File: config.mk
export PLATFORM = sky130hd
export DESIGN_NAME = json_object_stream_parser_core
export DESIGN_NICKNAME = d
export VERILOG_FILES = /design/src/rtl/jsp_pkg.sv /design/src/rtl/jsp_step.sv /design/src/rtl/jsp_evq.sv /design/src/rtl/json_object_stream_parser_core.sv
export VERILOG_INCLUDE_DIRS = /design/src /design/src/rtl
export SDC_FILE = /design/constraint.sdc
export NUM_CORES = 2
export LEC_CHECK = 0
export BUFFER_PORTS_ARGS = -buffer_cell sky130_fd_sc_hd__buf_4
export CAP_MARGIN = 10
export CORE_MARGIN = 1.5
export CORE_UTILIZATION = 30
export DETAILED_ROUTE_END_ITERATION = 16
export GPL_TIMING_DRIVEN = 0
export HOLD_SLACK_MARGIN = 0.02
export PLACE_DENSITY = 0.52
export SLEW_MARGIN = 20
export SYNTH_ARGS = -nofsm -noshare
export SYNTH_HDL_FRONTEND = slang
export SYNTH_SLANG_ARGS = --single-unit
File: constraint.sdc
create_clock -name clk_i -period 15.74 [get_ports clk_i]
set_clock_uncertainty 0.05 [all_clocks]
set_input_delay 3.148 -clock clk_i [delete_from_list [all_inputs] [get_ports clk_i]]
set_output_delay 3.148 -clock clk_i [all_outputs]
set_load 0.02 [all_outputs]
File: src/rtl/json_object_stream_parser_core_assert.svh
// assertion macros used by the parser core rtl file
`ifndef JSON_OBJECT_STREAM_PARSER_CORE_ASSERT_SVH
`define JSON_OBJECT_STREAM_PARSER_CORE_ASSERT_SVH

// always-true property, checked out of reset
`define JSP_ASSERT(lbl, prop) \
  lbl: assert property (@(posedge clk_i) disable iff (!rst_ni) (prop)) \
    else $error("jsp assertion failed");

// antecedent implies consequent in the next cycle
`define JSP_ASSERT_NEXT(lbl, ante, cons) \
  lbl: assert property (@(posedge clk_i) disable iff (!rst_ni) (ante) |=> (cons)) \
    else $error("jsp assertion failed");

`endif

File: src/rtl/jsp_pkg.sv
`default_nettype none
package jsp_pkg;

  localparam logic [3:0] PH_VALUE       = 4'd0;
  localparam logic [3:0] PH_TOP_DONE    = 4'd1;
  localparam logic [3:0] PH_OBJ_FIRST   = 4'd2;
  localparam logic [3:0] PH_OBJ_NEXT    = 4'd3;
  localparam logic [3:0] PH_AFTER_KEY   = 4'd4;
  localparam logic [3:0] PH_AFTER_VALUE = 4'd5;
  localparam logic [3:0] PH_STRING      = 4'd6;
  localparam logic [3:0] PH_ESCAPE      = 4'd7;
  localparam logic [3:0] PH_HEX         = 4'd8;
  localparam logic [3:0] PH_NUM_SIGN    = 4'd9;
  localparam logic [3:0] PH_NUM_ZERO    = 4'd10;
  localparam logic [3:0] PH_NUM_DIGITS  = 4'd11;
  localparam logic [3:0] PH_LITERAL     = 4'd12;
  localparam logic [3:0] PH_FAILED      = 4'd13;

  localparam logic [3:0] EV_OPEN    = 4'd0;
  localparam logic [3:0] EV_CLOSE   = 4'd1;
  localparam logic [3:0] EV_KEYCHAR = 4'd2;
  localparam logic [3:0] EV_KEYEND  = 4'd3;
  localparam logic [3:0] EV_STRCHAR = 4'd4;
  localparam logic [3:0] EV_STREND  = 4'd5;
  localparam logic [3:0] EV_INT     = 4'd6;
  localparam logic [3:0] EV_TRUE    = 4'd7;
  localparam logic [3:0] EV_OK      = 4'd10;
  localparam logic [3:0] EV_ERROR   = 4'd11;

  localparam logic [4:0] ERR_DEPTH       = 5'd1;
  localparam logic [4:0] ERR_END         = 5'd2;
  localparam logic [4:0] ERR_VALUE       = 5'd3;
  localparam logic [4:0] ERR_COLON       = 5'd4;
  localparam logic [4:0] ERR_COMMA       = 5'd5;
  localparam logic [4:0] ERR_UNTERM_OBJ  = 5'd6;
  localparam logic [4:0] ERR_KEY         = 5'd7;
  localparam logic [4:0] ERR_CTRL        = 5'd8;
  localparam logic [4:0] ERR_UNTERM_ESC  = 5'd9;
  localparam logic [4:0] ERR_SHORT_HEX   = 5'd10;
  localparam logic [4:0] ERR_HEX_DIGIT   = 5'd11;
  localparam logic [4:0] ERR_NON_ASCII   = 5'd12;
  localparam logic [4:0] ERR_ESC_LETTER  = 5'd13;
  localparam logic [4:0] ERR_UNTERM_STR  = 5'd14;
  localparam logic [4:0] ERR_DIGIT       = 5'd15;
  localparam logic [4:0] ERR_LEAD_ZERO   = 5'd16;
  localparam logic [4:0] ERR_OVERFLOW    = 5'd17;
  localparam logic [4:0] ERR_TRAILING    = 5'd18;

  localparam logic [3:0] MAX_DEPTH_RESET = 4'd8;

  typedef struct packed {
    logic [3:0]  phase;
    logic [3:0]  open_cnt;
    logic [63:0] acc;
    logic        neg;
    logic [15:0] esc;
    logic [2:0]  hex_cnt;
    logic        hex_bad;
    logic [2:0]  lit_idx;
    logic [1:0]  lit_kind;
    logic        is_key;
    logic [4:0]  err;
  } st_t;

  localparam st_t ST_RESET = '{phase: PH_VALUE, default: '0};

  typedef struct packed {
    logic [3:0]  kind;
    logic [7:0]  ch;
    logic [63:0] iv;
    logic [4:0]  err;
    logic        last;
  } ev_t;

  typedef struct packed {
    ev_t [2:0]  ev;
    logic [1:0] cnt;
  } evs_t;

  function automatic logic [2:0] lit_len(input logic [1:0] kind);
    lit_len = (kind == 2'd1) ? 3'd5 : 3'd4;
  endfunction

  function automatic logic [7:0] lit_char(input logic [1:0] kind, input logic [2:0] idx);
    logic [7:0] c;
    c = 8'h00;
    case (kind)
      2'd0: case (idx)
        3'd0: c = "t"; 3'd1: c = "r"; 3'd2: c = "u"; 3'd3: c = "e"; default: c = 8'h00;
      endcase
      2'd1: case (idx)
        3'd0: c = "f"; 3'd1: c = "a"; 3'd2: c = "l"; 3'd3: c = "s"; 3'd4: c = "e";
        default: c = 8'h00;
      endcase
      2'd2: case (idx)
        3'd0: c = "n"; 3'd1: c = "u"; 3'd2: c = "l"; 3'd3: c = "l"; default: c = 8'h00;
      endcase
      default: c = 8'h00;
    endcase
    lit_char = c;
  endfunction

endpackage
`default_nettype wire

File: src/rtl/jsp_step.sv
`default_nettype none
module jsp_step (
  input  jsp_pkg::st_t  st_i,
  input  logic [7:0]    byte_i,
  input  logic          last_i,
  input  logic [3:0]    max_depth_i,
  output jsp_pkg::st_t  st_o,
  output jsp_pkg::evs_t evs_o
);
  import jsp_pkg::*;

  function automatic ev_t mk(input logic [3:0] k, input logic [7:0] c,
                             input logic [63:0] v, input logic [4:0] e);
    ev_t r;
    r.kind = k; r.ch = c; r.iv = v; r.err = e; r.last = 1'b0;
    mk = r;
  endfunction

  logic        ws, dig, failed_before, redo, hex_ok;
  logic [3:0]  hex_v;
  logic [67:0] prod;
  logic [63:0] limit, ival;
  logic [3:0]  ck;
  st_t         s;
  ev_t [2:0]   ev;
  logic [1:0]  n;
  logic [7:0]  b;

  assign b   = byte_i;
  assign ws  = (b == 8'h20) || (b >= 8'h09 && b <= 8'h0D);
  assign dig = (b >= "0") && (b <= "9");

  always_comb begin
    hex_ok = 1'b1;
    hex_v  = b[3:0];
    if (dig) hex_v = b[3:0];
    else if ((b >= "a" && b <= "f") || (b >= "A" && b <= "F")) hex_v = b[3:0] + 4'd9;
    else hex_ok = 1'b0;
  end

  // acc*10 + digit, overflow when above the signed limit
  assign limit = st_i.neg ? 64'h8000_0000_0000_0000 : 64'h7FFF_FFFF_FFFF_FFFF;
  assign prod  = {1'b0, st_i.acc, 3'b000} + {3'b000, st_i.acc, 1'b0} + {64'd0, b[3:0]};
  assign ival  = st_i.neg ? (64'd0 - st_i.acc) : st_i.acc;
  assign ck    = st_i.is_key ? EV_KEYCHAR : EV_STRCHAR;

  always_comb begin
    s  = st_i;
    ev = '0;
    n  = 2'd0;
    redo = 1'b0;
    failed_before = (st_i.phase == PH_FAILED);
    if (!failed_before) begin
      case (st_i.phase)
        PH_VALUE: begin
          if (ws) begin
          end else if (b == "{") begin
            s.open_cnt = s.open_cnt + 4'd1;
            ev[n] = mk(EV_OPEN, 8'd0, 64'd0, 5'd0); n = n + 2'd1;
            s.phase = PH_OBJ_FIRST;
          end else if (b == "\"") begin
            s.is_key = 1'b0; s.phase = PH_STRING;
          end else if (b == "-") begin
            s.neg = 1'b1; s.acc = 64'd0; s.phase = PH_NUM_SIGN;
          end else if (dig) begin
            s.neg = 1'b0; s.acc = {60'd0, b[3:0]};
            s.phase = (b == "0") ? PH_NUM_ZERO : PH_NUM_DIGITS;
          end else if (b == "t" || b == "f" || b == "n") begin
            s.lit_kind = (b == "t") ? 2'd0 : ((b == "f") ? 2'd1 : 2'd2);
            s.lit_idx = 3'd1; s.phase = PH_LITERAL;
          end else begin
            s.err = ERR_VALUE; s.phase = PH_FAILED;
            ev[n] = mk(EV_ERROR, 8'd0, 64'd0, ERR_VALUE); n = n + 2'd1;
          end
        end
        PH_TOP_DONE: if (!ws) begin
          s.err = ERR_TRAILING; s.phase = PH_FAILED;
          ev[n] = mk(EV_ERROR, 8'd0, 64'd0, ERR_TRAILING); n = n + 2'd1;
        end
        PH_OBJ_FIRST, PH_OBJ_NEXT: if (!ws) begin
          if (b == "}" && st_i.phase == PH_OBJ_FIRST) begin
            if (s.open_cnt != 4'd0) s.open_cnt = s.open_cnt - 4'd1;
            ev[n] = mk(EV_CLOSE, 8'd0, 64'd0, 5'd0); n = n + 2'd1;
            s.phase = (s.open_cnt != 4'd0) ? PH_AFTER_VALUE : PH_TOP_DONE;
          end else if (b == "\"") begin
            s.is_key = 1'b1; s.phase = PH_STRING;
          end else begin
            s.err = ERR_KEY; s.phase = PH_FAILED;
            ev[n] = mk(EV_ERROR, 8'd0, 64'd0, ERR_KEY); n = n + 2'd1;
          end
        end
        PH_AFTER_KEY: if (!ws) begin
          if (b != ":") begin
            s.err = ERR_COLON; s.phase = PH_FAILED;
            ev[n] = mk(EV_ERROR, 8'd0, 64'd0, ERR_COLON); n = n + 2'd1;
          end else if ({s.open_cnt, 1'b0} > {1'b0, max_depth_i}) begin
            s.err = ERR_DEPTH; s.phase = PH_FAILED;
            ev[n] = mk(EV_ERROR, 8'd0, 64'd0, ERR_DEPTH); n = n + 2'd1;
          end else begin
            s.phase = PH_VALUE;
          end
        end
        PH_AFTER_VALUE: redo = 1'b1;
        PH_STRING: begin
          if (b == "\"") begin
            if (s.is_key) begin
              ev[n] = mk(EV_KEYEND, 8'd0, 64'd0, 5'd0); n = n + 2'd1;
              s.phase = PH_AFTER_KEY;
            end else begin
              ev[n] = mk(EV_STREND, 8'd0, 64'd0, 5'd0); n = n + 2'd1;
              s.phase = (s.open_cnt != 4'd0) ? PH_AFTER_VALUE : PH_TOP_DONE;
            end
          end else if (b < 8'h20) begin
            s.err = ERR_CTRL; s.phase = PH_FAILED;
            ev[n] = mk(EV_ERROR, 8'd0, 64'd0, ERR_CTRL); n = n + 2'd1;
          end else if (b == "\\") begin
            s.phase = PH_ESCAPE;
          end else begin
            ev[n] = mk(ck, b, 64'd0, 5'd0); n = n + 2'd1;
          end
        end
        PH_ESCAPE: begin
          s.phase = PH_STRING;
          case (b)
            "\"", "\\", "/": begin ev[n] = mk(ck, b, 64'd0, 5'd0); n = n + 2'd1; end
            "b": begin ev[n] = mk(ck, 8'd8, 64'd0, 5'd0); n = n + 2'd1; end
            "f": begin ev[n] = mk(ck, 8'd12, 64'd0, 5'd0); n = n + 2'd1; end
            "n": begin ev[n] = mk(ck, 8'd10, 64'd0, 5'd0); n = n + 2'd1; end
            "r": begin ev[n] = mk(ck, 8'd13, 64'd0, 5'd0); n = n + 2'd1; end
            "t": begin ev[n] = mk(ck, 8'd9, 64'd0, 5'd0); n = n + 2'd1; end
            "u": begin
              s.esc = 16'd0; s.hex_cnt = 3'd0; s.hex_bad = 1'b0; s.phase = PH_HEX;
            end
            default: begin
              s.err = ERR_ESC_LETTER; s.phase = PH_FAILED;
              ev[n] = mk(EV_ERROR, 8'd0, 64'd0, ERR_ESC_LETTER); n = n + 2'd1;
            end
          endcase
        end
        PH_HEX: begin
          if (!hex_ok) s.hex_bad = 1'b1;
          else s.esc = {s.esc[11:0], hex_v};
          s.hex_cnt = s.hex_cnt + 3'd1;
          if (s.hex_cnt >= 3'd4) begin
            if (s.hex_bad) begin
              s.err = ERR_HEX_DIGIT; s.phase = PH_FAILED;
              ev[n] = mk(EV_ERROR, 8'd0, 64'd0, ERR_HEX_DIGIT); n = n + 2'd1;
            end else if (s.esc > 16'h007F) begin
              s.err = ERR_NON_ASCII; s.phase = PH_FAILED;
              ev[n] = mk(EV_ERROR, 8'd0, 64'd0, ERR_NON_ASCII); n = n + 2'd1;
            end else begin
              ev[n] = mk(ck, s.esc[7:0], 64'd0, 5'd0); n = n + 2'd1;
              s.phase = PH_STRING;
            end
          end
        end
        PH_NUM_SIGN: begin
          if (!dig) begin
            s.err = ERR_DIGIT; s.phase = PH_FAILED;
            ev[n] = mk(EV_ERROR, 8'd0, 64'd0, ERR_DIGIT); n = n + 2'd1;
          end else begin
            s.acc = {60'd0, b[3:0]};
            s.phase = (b == "0") ? PH_NUM_ZERO : PH_NUM_DIGITS;
          end
        end
        PH_NUM_ZERO, PH_NUM_DIGITS: begin
          if (dig && st_i.phase == PH_NUM_ZERO) begin
            s.err = ERR_LEAD_ZERO; s.phase = PH_FAILED;
            ev[n] = mk(EV_ERROR, 8'd0, 64'd0, ERR_LEAD_ZERO); n = n + 2'd1;
          end else if (dig) begin
            if (prod > {4'd0, limit}) begin
              s.err = ERR_OVERFLOW; s.phase = PH_FAILED;
              ev[n] = mk(EV_ERROR, 8'd0, 64'd0, ERR_OVERFLOW); n = n + 2'd1;
            end else begin
              s.acc = prod[63:0];
            end
          end else begin
            // number ends: int event, then this byte is seen again after a value
            ev[n] = mk(EV_INT, 8'd0, ival, 5'd0); n = n + 2'd1;
            s.phase = (s.open_cnt != 4'd0) ? PH_AFTER_VALUE : PH_TOP_DONE;
            redo = 1'b1;
          end
        end
        PH_LITERAL: begin
          if (s.lit_kind > 2'd2 || s.lit_idx >= lit_len(s.lit_kind) ||
              b != lit_char(s.lit_kind, s.lit_idx)) begin
            s.err = ERR_VALUE; s.phase = PH_FAILED;
            ev[n] = mk(EV_ERROR, 8'd0, 64'd0, ERR_VALUE); n = n + 2'd1;
          end else begin
            s.lit_idx = s.lit_idx + 3'd1;
            if (s.lit_idx == lit_len(s.lit_kind)) begin
              ev[n] = mk(EV_TRUE + {2'b00, s.lit_kind}, 8'd0, 64'd0, 5'd0); n = n + 2'd1;
              s.phase = (s.open_cnt != 4'd0) ? PH_AFTER_VALUE : PH_TOP_DONE;
            end
          end
        end
        default: begin
        end
      endcase

      // second look at the byte: only after-value phases reach here
      if (redo && !ws) begin
        if (s.phase == PH_TOP_DONE) begin
          s.err = ERR_TRAILING; s.phase = PH_FAILED;
          ev[n] = mk(EV_ERROR, 8'd0, 64'd0, ERR_TRAILING); n = n + 2'd1;
        end else if (b == "}") begin
          if (s.open_cnt != 4'd0) s.open_cnt = s.open_cnt - 4'd1;
          ev[n] = mk(EV_CLOSE, 8'd0, 64'd0, 5'd0); n = n + 2'd1;
          s.phase = (s.open_cnt != 4'd0) ? PH_AFTER_VALUE : PH_TOP_DONE;
        end else if (b == ",") begin
          s.phase = PH_OBJ_NEXT;
        end else begin
          s.err = ERR_COMMA; s.phase = PH_FAILED;
          ev[n] = mk(EV_ERROR, 8'd0, 64'd0, ERR_COMMA); n = n + 2'd1;
        end
      end
    end

    if (last_i) begin
      case (s.phase)
        PH_FAILED: if (failed_before) begin
          ev[n] = mk(EV_ERROR, 8'd0, 64'd0, s.err); n = n + 2'd1;
        end
        PH_VALUE: begin ev[n] = mk(EV_ERROR, 8'd0, 64'd0, ERR_END); n = n + 2'd1; end
        PH_TOP_DONE: begin ev[n] = mk(EV_OK, 8'd0, 64'd0, 5'd0); n = n + 2'd1; end
        PH_OBJ_FIRST, PH_OBJ_NEXT: begin
          ev[n] = mk(EV_ERROR, 8'd0, 64'd0, ERR_UNTERM_OBJ); n = n + 2'd1;
        end
        PH_AFTER_KEY: begin ev[n] = mk(EV_ERROR, 8'd0, 64'd0, ERR_COLON); n = n + 2'd1; end
        PH_AFTER_VALUE: begin ev[n] = mk(EV_ERROR, 8'd0, 64'd0, ERR_COMMA); n = n + 2'd1; end
        PH_STRING: begin
          ev[n] = mk(EV_ERROR, 8'd0, 64'd0, ERR_UNTERM_STR); n = n + 2'd1;
        end
        PH_ESCAPE: begin
          ev[n] = mk(EV_ERROR, 8'd0, 64'd0, ERR_UNTERM_ESC); n = n + 2'd1;
        end
        PH_HEX: begin ev[n] = mk(EV_ERROR, 8'd0, 64'd0, ERR_SHORT_HEX); n = n + 2'd1; end
        PH_NUM_SIGN: begin ev[n] = mk(EV_ERROR, 8'd0, 64'd0, ERR_DIGIT); n = n + 2'd1; end
        PH_NUM_ZERO, PH_NUM_DIGITS: begin
          // value includes a digit taken by this byte
          ev[n] = mk(EV_INT, 8'd0, s.neg ? (64'd0 - s.acc) : s.acc, 5'd0);
          n = n + 2'd1;
          if (s.open_cnt == 4'd0) ev[n] = mk(EV_OK, 8'd0, 64'd0, 5'd0);
          else ev[n] = mk(EV_ERROR, 8'd0, 64'd0, ERR_COMMA);
          n = n + 2'd1;
        end
        default: begin ev[n] = mk(EV_ERROR, 8'd0, 64'd0, ERR_VALUE); n = n + 2'd1; end
      endcase
      if (n != 2'd0) ev[n - 2'd1].last = 1'b1;
      s = ST_RESET;
    end
  end

  assign st_o      = s;
  assign evs_o.ev  = ev;
  assign evs_o.cnt = n;

endmodule
`default_nettype wire

File: src/rtl/jsp_evq.sv
`default_nettype none
module jsp_evq (
  input  logic          clk_i,
  input  logic          rst_ni,
  input  logic          push_i,
  input  jsp_pkg::evs_t evs_i,
  input  logic          pop_i,
  output logic          room_o,
  output logic          valid_o,
  output jsp_pkg::ev_t  head_o,
  output logic [2:0]    count_o
);
  import jsp_pkg::*;

  ev_t        mem_q [4];
  logic [1:0] rd_q, wr_q;
  logic [2:0] cnt_q, cnt_d;
  logic [1:0] n;

  assign n      = push_i ? evs_i.cnt : 2'd0;
  assign cnt_d  = cnt_q - {2'b00, pop_i} + {1'b0, n};
  // at least three free slots after this cycle's pop
  assign room_o = (cnt_q <= 3'd1) || ((cnt_q == 3'd2) && pop_i);

  always_ff @(posedge clk_i) begin
    if (push_i) begin
      for (int i = 0; i < 3; i++) begin
        if (2'(i) < evs_i.cnt) mem_q[wr_q + 2'(i)] <= evs_i.ev[i];
      end
    end
  end

  always_ff @(posedge clk_i or negedge rst_ni) begin
    if (!rst_ni) begin
      rd_q  <= 2'd0;
      wr_q  <= 2'd0;
      cnt_q <= 3'd0;
    end else begin
      rd_q  <= rd_q + {1'b0, pop_i};
      wr_q  <= wr_q + n;
      cnt_q <= cnt_d;
    end
  end

  assign valid_o = (cnt_q != 3'd0);
  assign head_o  = mem_q[rd_q];
  assign count_o = cnt_q;

endmodule
`default_nettype wire

File: src/rtl/json_object_stream_parser_core.sv
`default_nettype none
// channel   dir  handshake               payload
// in        in   in_valid_i/in_ready_o   byte_value_i, end_of_text_i
// out       out  out_valid_o/out_ready_i event_kind_o, char_value_o, int_value_o,
//                                        error_code_o, last_result_o
// cfg       in   cfg_we_i                cfg_wdata_i (max_depth)
//
// one byte per cycle: the parse step is one combinational pass from the
// state register into a four-entry event queue
// bytes are taken back to back while the queue holds at most one event, or two
// with a pop in that cycle; with more than one event per byte the one-event
// output port sets the rate
// in_ready_o is high while the queue has at least three free slots after this cycle's pop
// reset puts the parser in the top-value phase with max_depth at 8
module json_object_stream_parser_core (
  input  logic               clk_i,
  input  logic               rst_ni,
  input  logic               cfg_we_i,
  input  logic [3:0]         cfg_wdata_i,
  input  logic               in_valid_i,
  output logic               in_ready_o,
  input  logic [7:0]         byte_value_i,
  input  logic               end_of_text_i,
  output logic               out_valid_o,
  input  logic               out_ready_i,
  output logic [3:0]         event_kind_o,
  output logic [7:0]         char_value_o,
  output logic signed [63:0] int_value_o,
  output logic [4:0]         error_code_o,
  output logic               last_result_o
);
  import jsp_pkg::*;

  st_t        st_q, st_d;
  logic [3:0] max_depth_q;
  evs_t       evs;
  ev_t        head;
  logic       accept, pop;
  logic [2:0] q_cnt;

  // nesting bound register
  always_ff @(posedge clk_i or negedge rst_ni) begin
    if (!rst_ni) max_depth_q <= MAX_DEPTH_RESET;
    else if (cfg_we_i) max_depth_q <= cfg_wdata_i;
  end

  // one parse step per accepted item, up to three events
  jsp_step u_step (
    .st_i       (st_q),
    .byte_i     (byte_value_i),
    .last_i     (end_of_text_i),
    .max_depth_i(max_depth_q),
    .st_o       (st_d),
    .evs_o      (evs)
  );

  assign accept = in_valid_i && in_ready_o;
  assign pop    = out_valid_o && out_ready_i;

  // parser state only moves on an accepted item
  always_ff @(posedge clk_i or negedge rst_ni) begin
    if (!rst_ni) st_q <= ST_RESET;
    else if (accept) st_q <= st_d;
  end

  // event queue decouples bursts of events from the input side
  jsp_evq u_evq (
    .clk_i  (clk_i),
    .rst_ni (rst_ni),
    .push_i (accept),
    .evs_i  (evs),
    .pop_i  (pop),
    .room_o (in_ready_o),
    .valid_o(out_valid_o),
    .head_o (head),
    .count_o(q_cnt)
  );

  assign event_kind_o  = head.kind;
  assign char_value_o  = head.ch;
  assign int_value_o   = head.iv;
  assign error_code_o  = head.err;
  assign last_result_o = head.last;

  `include "json_object_stream_parser_core_assert.svh"

  // queue never overfills
  `JSP_ASSERT(a_q_bound, q_cnt <= 3'd4)
  // open-object count stays within what the depth check allows
  `JSP_ASSERT(a_depth_bound, st_q.open_cnt <= 4'd8)
  // the last byte of a document always returns the parser to reset
  `JSP_ASSERT_NEXT(a_doc_end, accept && end_of_text_i, st_q.phase == PH_VALUE)
  // events pushed into an empty queue show up on the output next cycle
  `JSP_ASSERT_NEXT(a_push_vis, accept && (evs.cnt != 2'd0) && (q_cnt == 3'd0), out_valid_o)

endmodule
`default_nettype wire
* Word-level counts from Yosys, hierarchy flattened *
Memory sizes are Yosys's and may differ from the RTL's.
Cells that the tools add are included.

word-level totals
  register bits after elaboration = 115
  bits in writable memories = 328
  output and inout port bits = 84
  memories = 1

operators by class
  add/subtract/negate cells = 21
  order comparisons = 27
  eq/ne operators = 69
  multiplexer cells = 229
  bitwise gates (word level) = 45
  reduce and logical (&&, ||, !) cells = 50

memory list
  name         words  width  read ports  clocked after memory_dff  write ports  RTL line       RTL
  u_evq.mem_q  4      82     1           0                         3            jsp_evq.sv:15  ev_t mem_q [4];

operators with widths
  cell                                count
  case mux 246 bit (11 select lines)  1
  2-to-1 mux 246 bit                  10
  2-to-1 mux 82 bit                   29
  NOT 231 bit                         8
  AND 231 bit                         6
  case mux 82 bit (10 select lines)   1
  bitwise mux 246 bit                 3
  demux 82 bit (select 2 bit)         4
  case mux 82 bit (7 select lines)    1
  AND 240 bit                         2
  NOT 240 bit                         2
  AND 234 bit                         2
  NOT 234 bit                         2
  AND 77 x 231 -> 231 bit             2
  2-to-1 mux 64 bit                   7
  2-to-1 mux 65 bit                   4
  AND 81 x 243 -> 243 bit             1
  NOT 243 bit                         1
  AND 228 bit                         1
  NOT 228 bit                         1
  AND 225 bit                         1
  NOT 225 bit                         1
  2-to-1 mux 104 bit                  2
  case mux 64 bit (3 select lines)    1
  other kinds (97)                    348

* Depth between registers and ports, before layout *
  word-level depth = 36
  mapped depth = 39
  gate-level depth less buffers = 37

* Hierarchy *
Synthesis repeated with hierarchy kept, for this count alone.

second synthesis, totals
  cell total of the unflattened synthesis = 4044
  area, all modules = 41238.3 um^2

modules (own cells, without submodules)
  module                          instances  cells an instance  area each (um^2)  seq. area each (um^2)
  jsp_evq                         1          1210               20402.1           10024.6
  jsp_step                        1          2604               16565.9           0.0
  json_object_stream_parser_core  1          230                4270.3            2703.8

* Worst setup path before layout *
Ideal clock, no wire load.

  path type = input port to flip-flop
  start point = input byte_value_i[3]
  end point = memory u_evq.mem_q[0][0] in the netlist's numbering, enable pin
  setup time = 0.644 ns
  arrival = 15.658 ns
  required time = 15.046 ns
  setup slack = -0.612 ns
  cell stages on the path = 32
  path buffers = 0
  cells stage by stage = fa_1 -> inv_1 -> fa_1 -> nor2b_1 -> o2111ai_1 -> a31oi_1 -> o211ai_1 -> a21boi_1 -> o21ai_0 -> o21ai_0 -> xor2_1 -> ha_1 -> a21o_1 -> a21oi_1 -> o22ai_1 -> a211o_1 -> nor3_1 -> o211ai_1 -> nor4_1 -> nand3_1 -> nand2_1 -> inv_1 -> ha_1 -> nor3_1 -> a211oi_2 -> inv_1 -> ha_1 -> inv_1 -> a2111oi_2 -> a211oi_2 -> nor2_1 -> o31ai_1

RTL lines
  element      RTL line                              RTL
  from (decl)  json_object_stream_parser_core.sv:22  input logic [7:0] byte_value_i,
  to (decl)    jsp_evq.sv:15

==> impl_metrics.ini <==
[setup_path]
worstSetupPathType = input port to flop
cp_max_fo = 12
cpMaxStageDelayCell = nor4_1
start_kind = input port
endpoint_kind = flop
slowest_delay_ps = 900
arrival_ps = 15150
crit_top_cell = inv_1
required_ps = 16080

[detailed_routing]
wire_per_inst_um = 27.0
wl_met2_mm = 69.6
dr_wl_met3_mm = 11.5
top_layer = met4
vias = 35200
met1_length_mm = 67.5
dr.pass1.iters = 6
drcViolationCount = 0
final_antenna_net_count = 0
drt-total-wl_mm = 157
drt_iter0_markers = 4686
vias_per_cell = 6.06

[clock_tree]
clock_sinks = 439
path_clk_slew_ps = 60
cts_root_buf = clkbuf_16
cts_setup_buffers = 0
cts_hold_buffers = 0
clock_latency_ps = 660
clock_path_buffers = 3
cts_buffers = 49
htree_levels = 2
cts_tree = yes
cts-resized-gates = 0

[synth]
yosysUniqueCellTypes = 114
synth_seq_cells = 439
synthTopCellsByArea = edfxtp_1, ha_1, dfrtp_1, mux4_2, nand2_1
ys.flop_type = edfxtp_1
netlist_area_um2 = 36000
synth-async-reset-ratio_pct = 25.3
synth_top_area_cell = edfxtp_1
synthCells = 3981
synth-edff-count = 328
ys_warn_count = 0
synth_top_area_share_pct = 27.4
synth_seq_area_share_pct = 35.1
avgSynthCellArea_um2 = 9.04
syn-num-nets = 4228

[final_layout]
drive_above_1_share_pct = 11.1
finalInstanceArea_um2 = 41100
final_nets = 4407
layout.cells.non_filler = 5801
n_antenna_cell = 0
syn_to_final_growth_pct = 14.3

[timing]
rsz0062_at_grt = no
hold_viol = 0
min_period_over_period_pct = 94.1
setup_viol = 0
slew_viol_final = 0
min_period_ps = 14820
slew_headroom_pct = 22.7
max_freq_ghz = 0.0675
tightest_slew_ps = 1160

[pwr]
powerDensity_nw_per_um2 = 169
ir_worst_vdd_v = 0.0000877
totalPowerFinal_uw = 6940
p_leak_uw = 0.0153

[run_status]
status = complete, no violations

[floorplanning]
io_pins = 102
initial_core_util_pct = 30.4
num_rows = 126
die_x_um = 349
die_h_um = 349
design.core.area_um2 = 119000
die_area_um2 = 122000

[global_route]
track_usage_pct = 25.0
grt_pass1_wl_mm = 228
grt_start_max_net_pins = 77
grt_pass1_vias = 33500
gr-total-overflow = 0
antenna_found_initial = 0

[placed_design]
placed_area_um2 = 39400
dp_hpwl_mm = 124
dp.cells = 5709
place.gp.congestion = 1.03
io_buffers = 101

[job]
max-cap-violations = 0

[worst_hold_path]
hp-class = flop to flop
==> metrics by stage <==
step	worst slack, ps	TNS, ps	utilization (%)	hold WS, ps
after floorplan	-339	-83430	-	412
after global placement	-8470	-2384970	32.7	428
after detailed placement	554	0	33.2	435
after CTS	1170	0	34.7	445
after global routing	587	0	34.7	460
final	922	0	34.7	442
==> state kept, by name (all words and copies together), names as in the netlist <==
name and flops:
st_q 100, u_evq.wr_q 2, u_evq.count_o 3, u_evq.rd_q 2, max_depth_q 4, u_evq.mem_q 328
==> layout by cell type, fill, tap and decap left out, types with 18 or more instances in the layout <==
| cell | netlist | final |
|---|---|---|
| a211oi_1 | 28 | 27 |
| a21o_1 | 74 | 74 |
| a21oi_1 | 202 | 202 |
| a22o_1 | 40 | 40 |
| a22oi_1 | 102 | 102 |
| a31oi_1 | 39 | 39 |
| a41oi_1 | 20 | 20 |
| and2_1 | 30 | 30 |
| and3_1 | 26 | 26 |
| buf_1 | 31 | 25 |
| buf_2 | 61 | 64 |
| buf_4 | 3 | 106 |
| clkbuf_1 | 194 | 203 |
| clkbuf_16 | 0 | 49 |
| dfrtp_1 | 110 | 109 |
| edfxtp_1 | 328 | 328 |
| ha_1 | 226 | 226 |
| inv_1 | 85 | 85 |
| mux4_2 | 82 | 82 |
| nand2_1 | 449 | 449 |
| nand2b_1 | 25 | 25 |
| nand3_1 | 77 | 77 |
| nand4_1 | 60 | 60 |
| nor2_1 | 293 | 292 |
| nor2b_1 | 18 | 18 |
| nor3_1 | 97 | 97 |
| nor4_1 | 36 | 36 |
| o211ai_1 | 31 | 31 |
| o21a_1 | 38 | 38 |
| o21ai_0 | 313 | 309 |
| o21ai_1 | 31 | 32 |
| o221ai_1 | 25 | 25 |
| o22ai_1 | 163 | 163 |
| o31ai_1 | 56 | 55 |
| or2_2 | 35 | 35 |
| or3_1 | 55 | 55 |
| or4_1 | 20 | 20 |
| xnor2_1 | 118 | 118 |
| xor2_1 | 66 | 66 |
==> area by class of cell <==
cell class                 instances  area (µm²)
timing repair buffer             128        1320
multi-input combinational       3162       21900
inverter                          87         327
sequential                       439       12600
tap                             1600        2000
clock inverter                    27         395
clock buffer                      65        1350
buffer                           293        1210
fill                           12300       77400
==> worst paths after layout <==
check / start / to / slack [ps] / cells after the start
worst min-delay path: u_evq.count_o[2]$_DFF_PN0_ / u_evq.count_o[2]$_DFF_PN0_ / 440 / 1
min in group asynchronous: rst_ni / max_depth_q[2]$_DFFE_PN0P_ / 2340 / 1
worst min register to register: u_evq.count_o[2]$_DFF_PN0_ / u_evq.count_o[2]$_DFF_PN0_ / 440 / 1
max in group asynchronous: rst_ni / st_q[88]$_DFFE_PN0P_ / 12530 / 2
worst max register to register: st_q[50]$_DFFE_PN0P_ / u_evq.mem_q[0][67]$_DFFE_PP_ / 2990 / 36
worst max-delay path: byte_value_i[3] / u_evq.mem_q[0][67]$_DFFE_PP_ / 920 / 38
==> power breakdown <==
group	switching, µW	internal, µW
sequential	112	1550
combinational	2670	1330
clock	537	740
==> kinds of logic (layout without fill, tap and decap cells) <==
family	after synthesis	in the layout	synth area share (%)
AOI/OAI and AO/OA	1366	1366	25.4
xor gates and xnor gates	184	184	4.48
adders and majority gates	229	229	8.02
buffers and inverters	380	600	4.25
DFF	439	439	35.1
muxes	95	95	5.51
and+or+nand+nor	1288	1288	17.2
==> per-layer routing <==
metal | GRT usage, % | up-vias
met4 | 11.8 | 0
met5 | 0 | -
met1 | 34.5 | 17300
li1 | - | 15700
met3 | 2.38 | 332
met2 | 39.2 | 1797
==> critical path: cells and delay by family <==
| family | cells | cell delay [ps] |
|---|---|---|
| compound gates | 13 | 5270 |
| simple gates | 11 | 2700 |
| buf+inv | 8 | 1970 |
| fa+ha+maj | 5 | 1830 |
| xor+xnor | 1 | 200 |
==> cell usage after synthesis, drive strengths merged, types with 32 or more instances <==
cell type and count:
dfrtp 110, o22ai 163, a22oi 103, o31ai 57
edfxtp 328, inv 86, nand3 78, clkbuf 196
a22o 40, or2 39, nor2 297, a21oi 202
a31oi 39, or3 55, ha 226, nor3 100
nand4 61, o21a 38, xor2 66, xnor2 118
nand2 450, nor4 38, a21o 74, a211oi 32
buf 97, mux4 82, o211ai 32, o21ai 344
(Power assumes the default switching activity.)
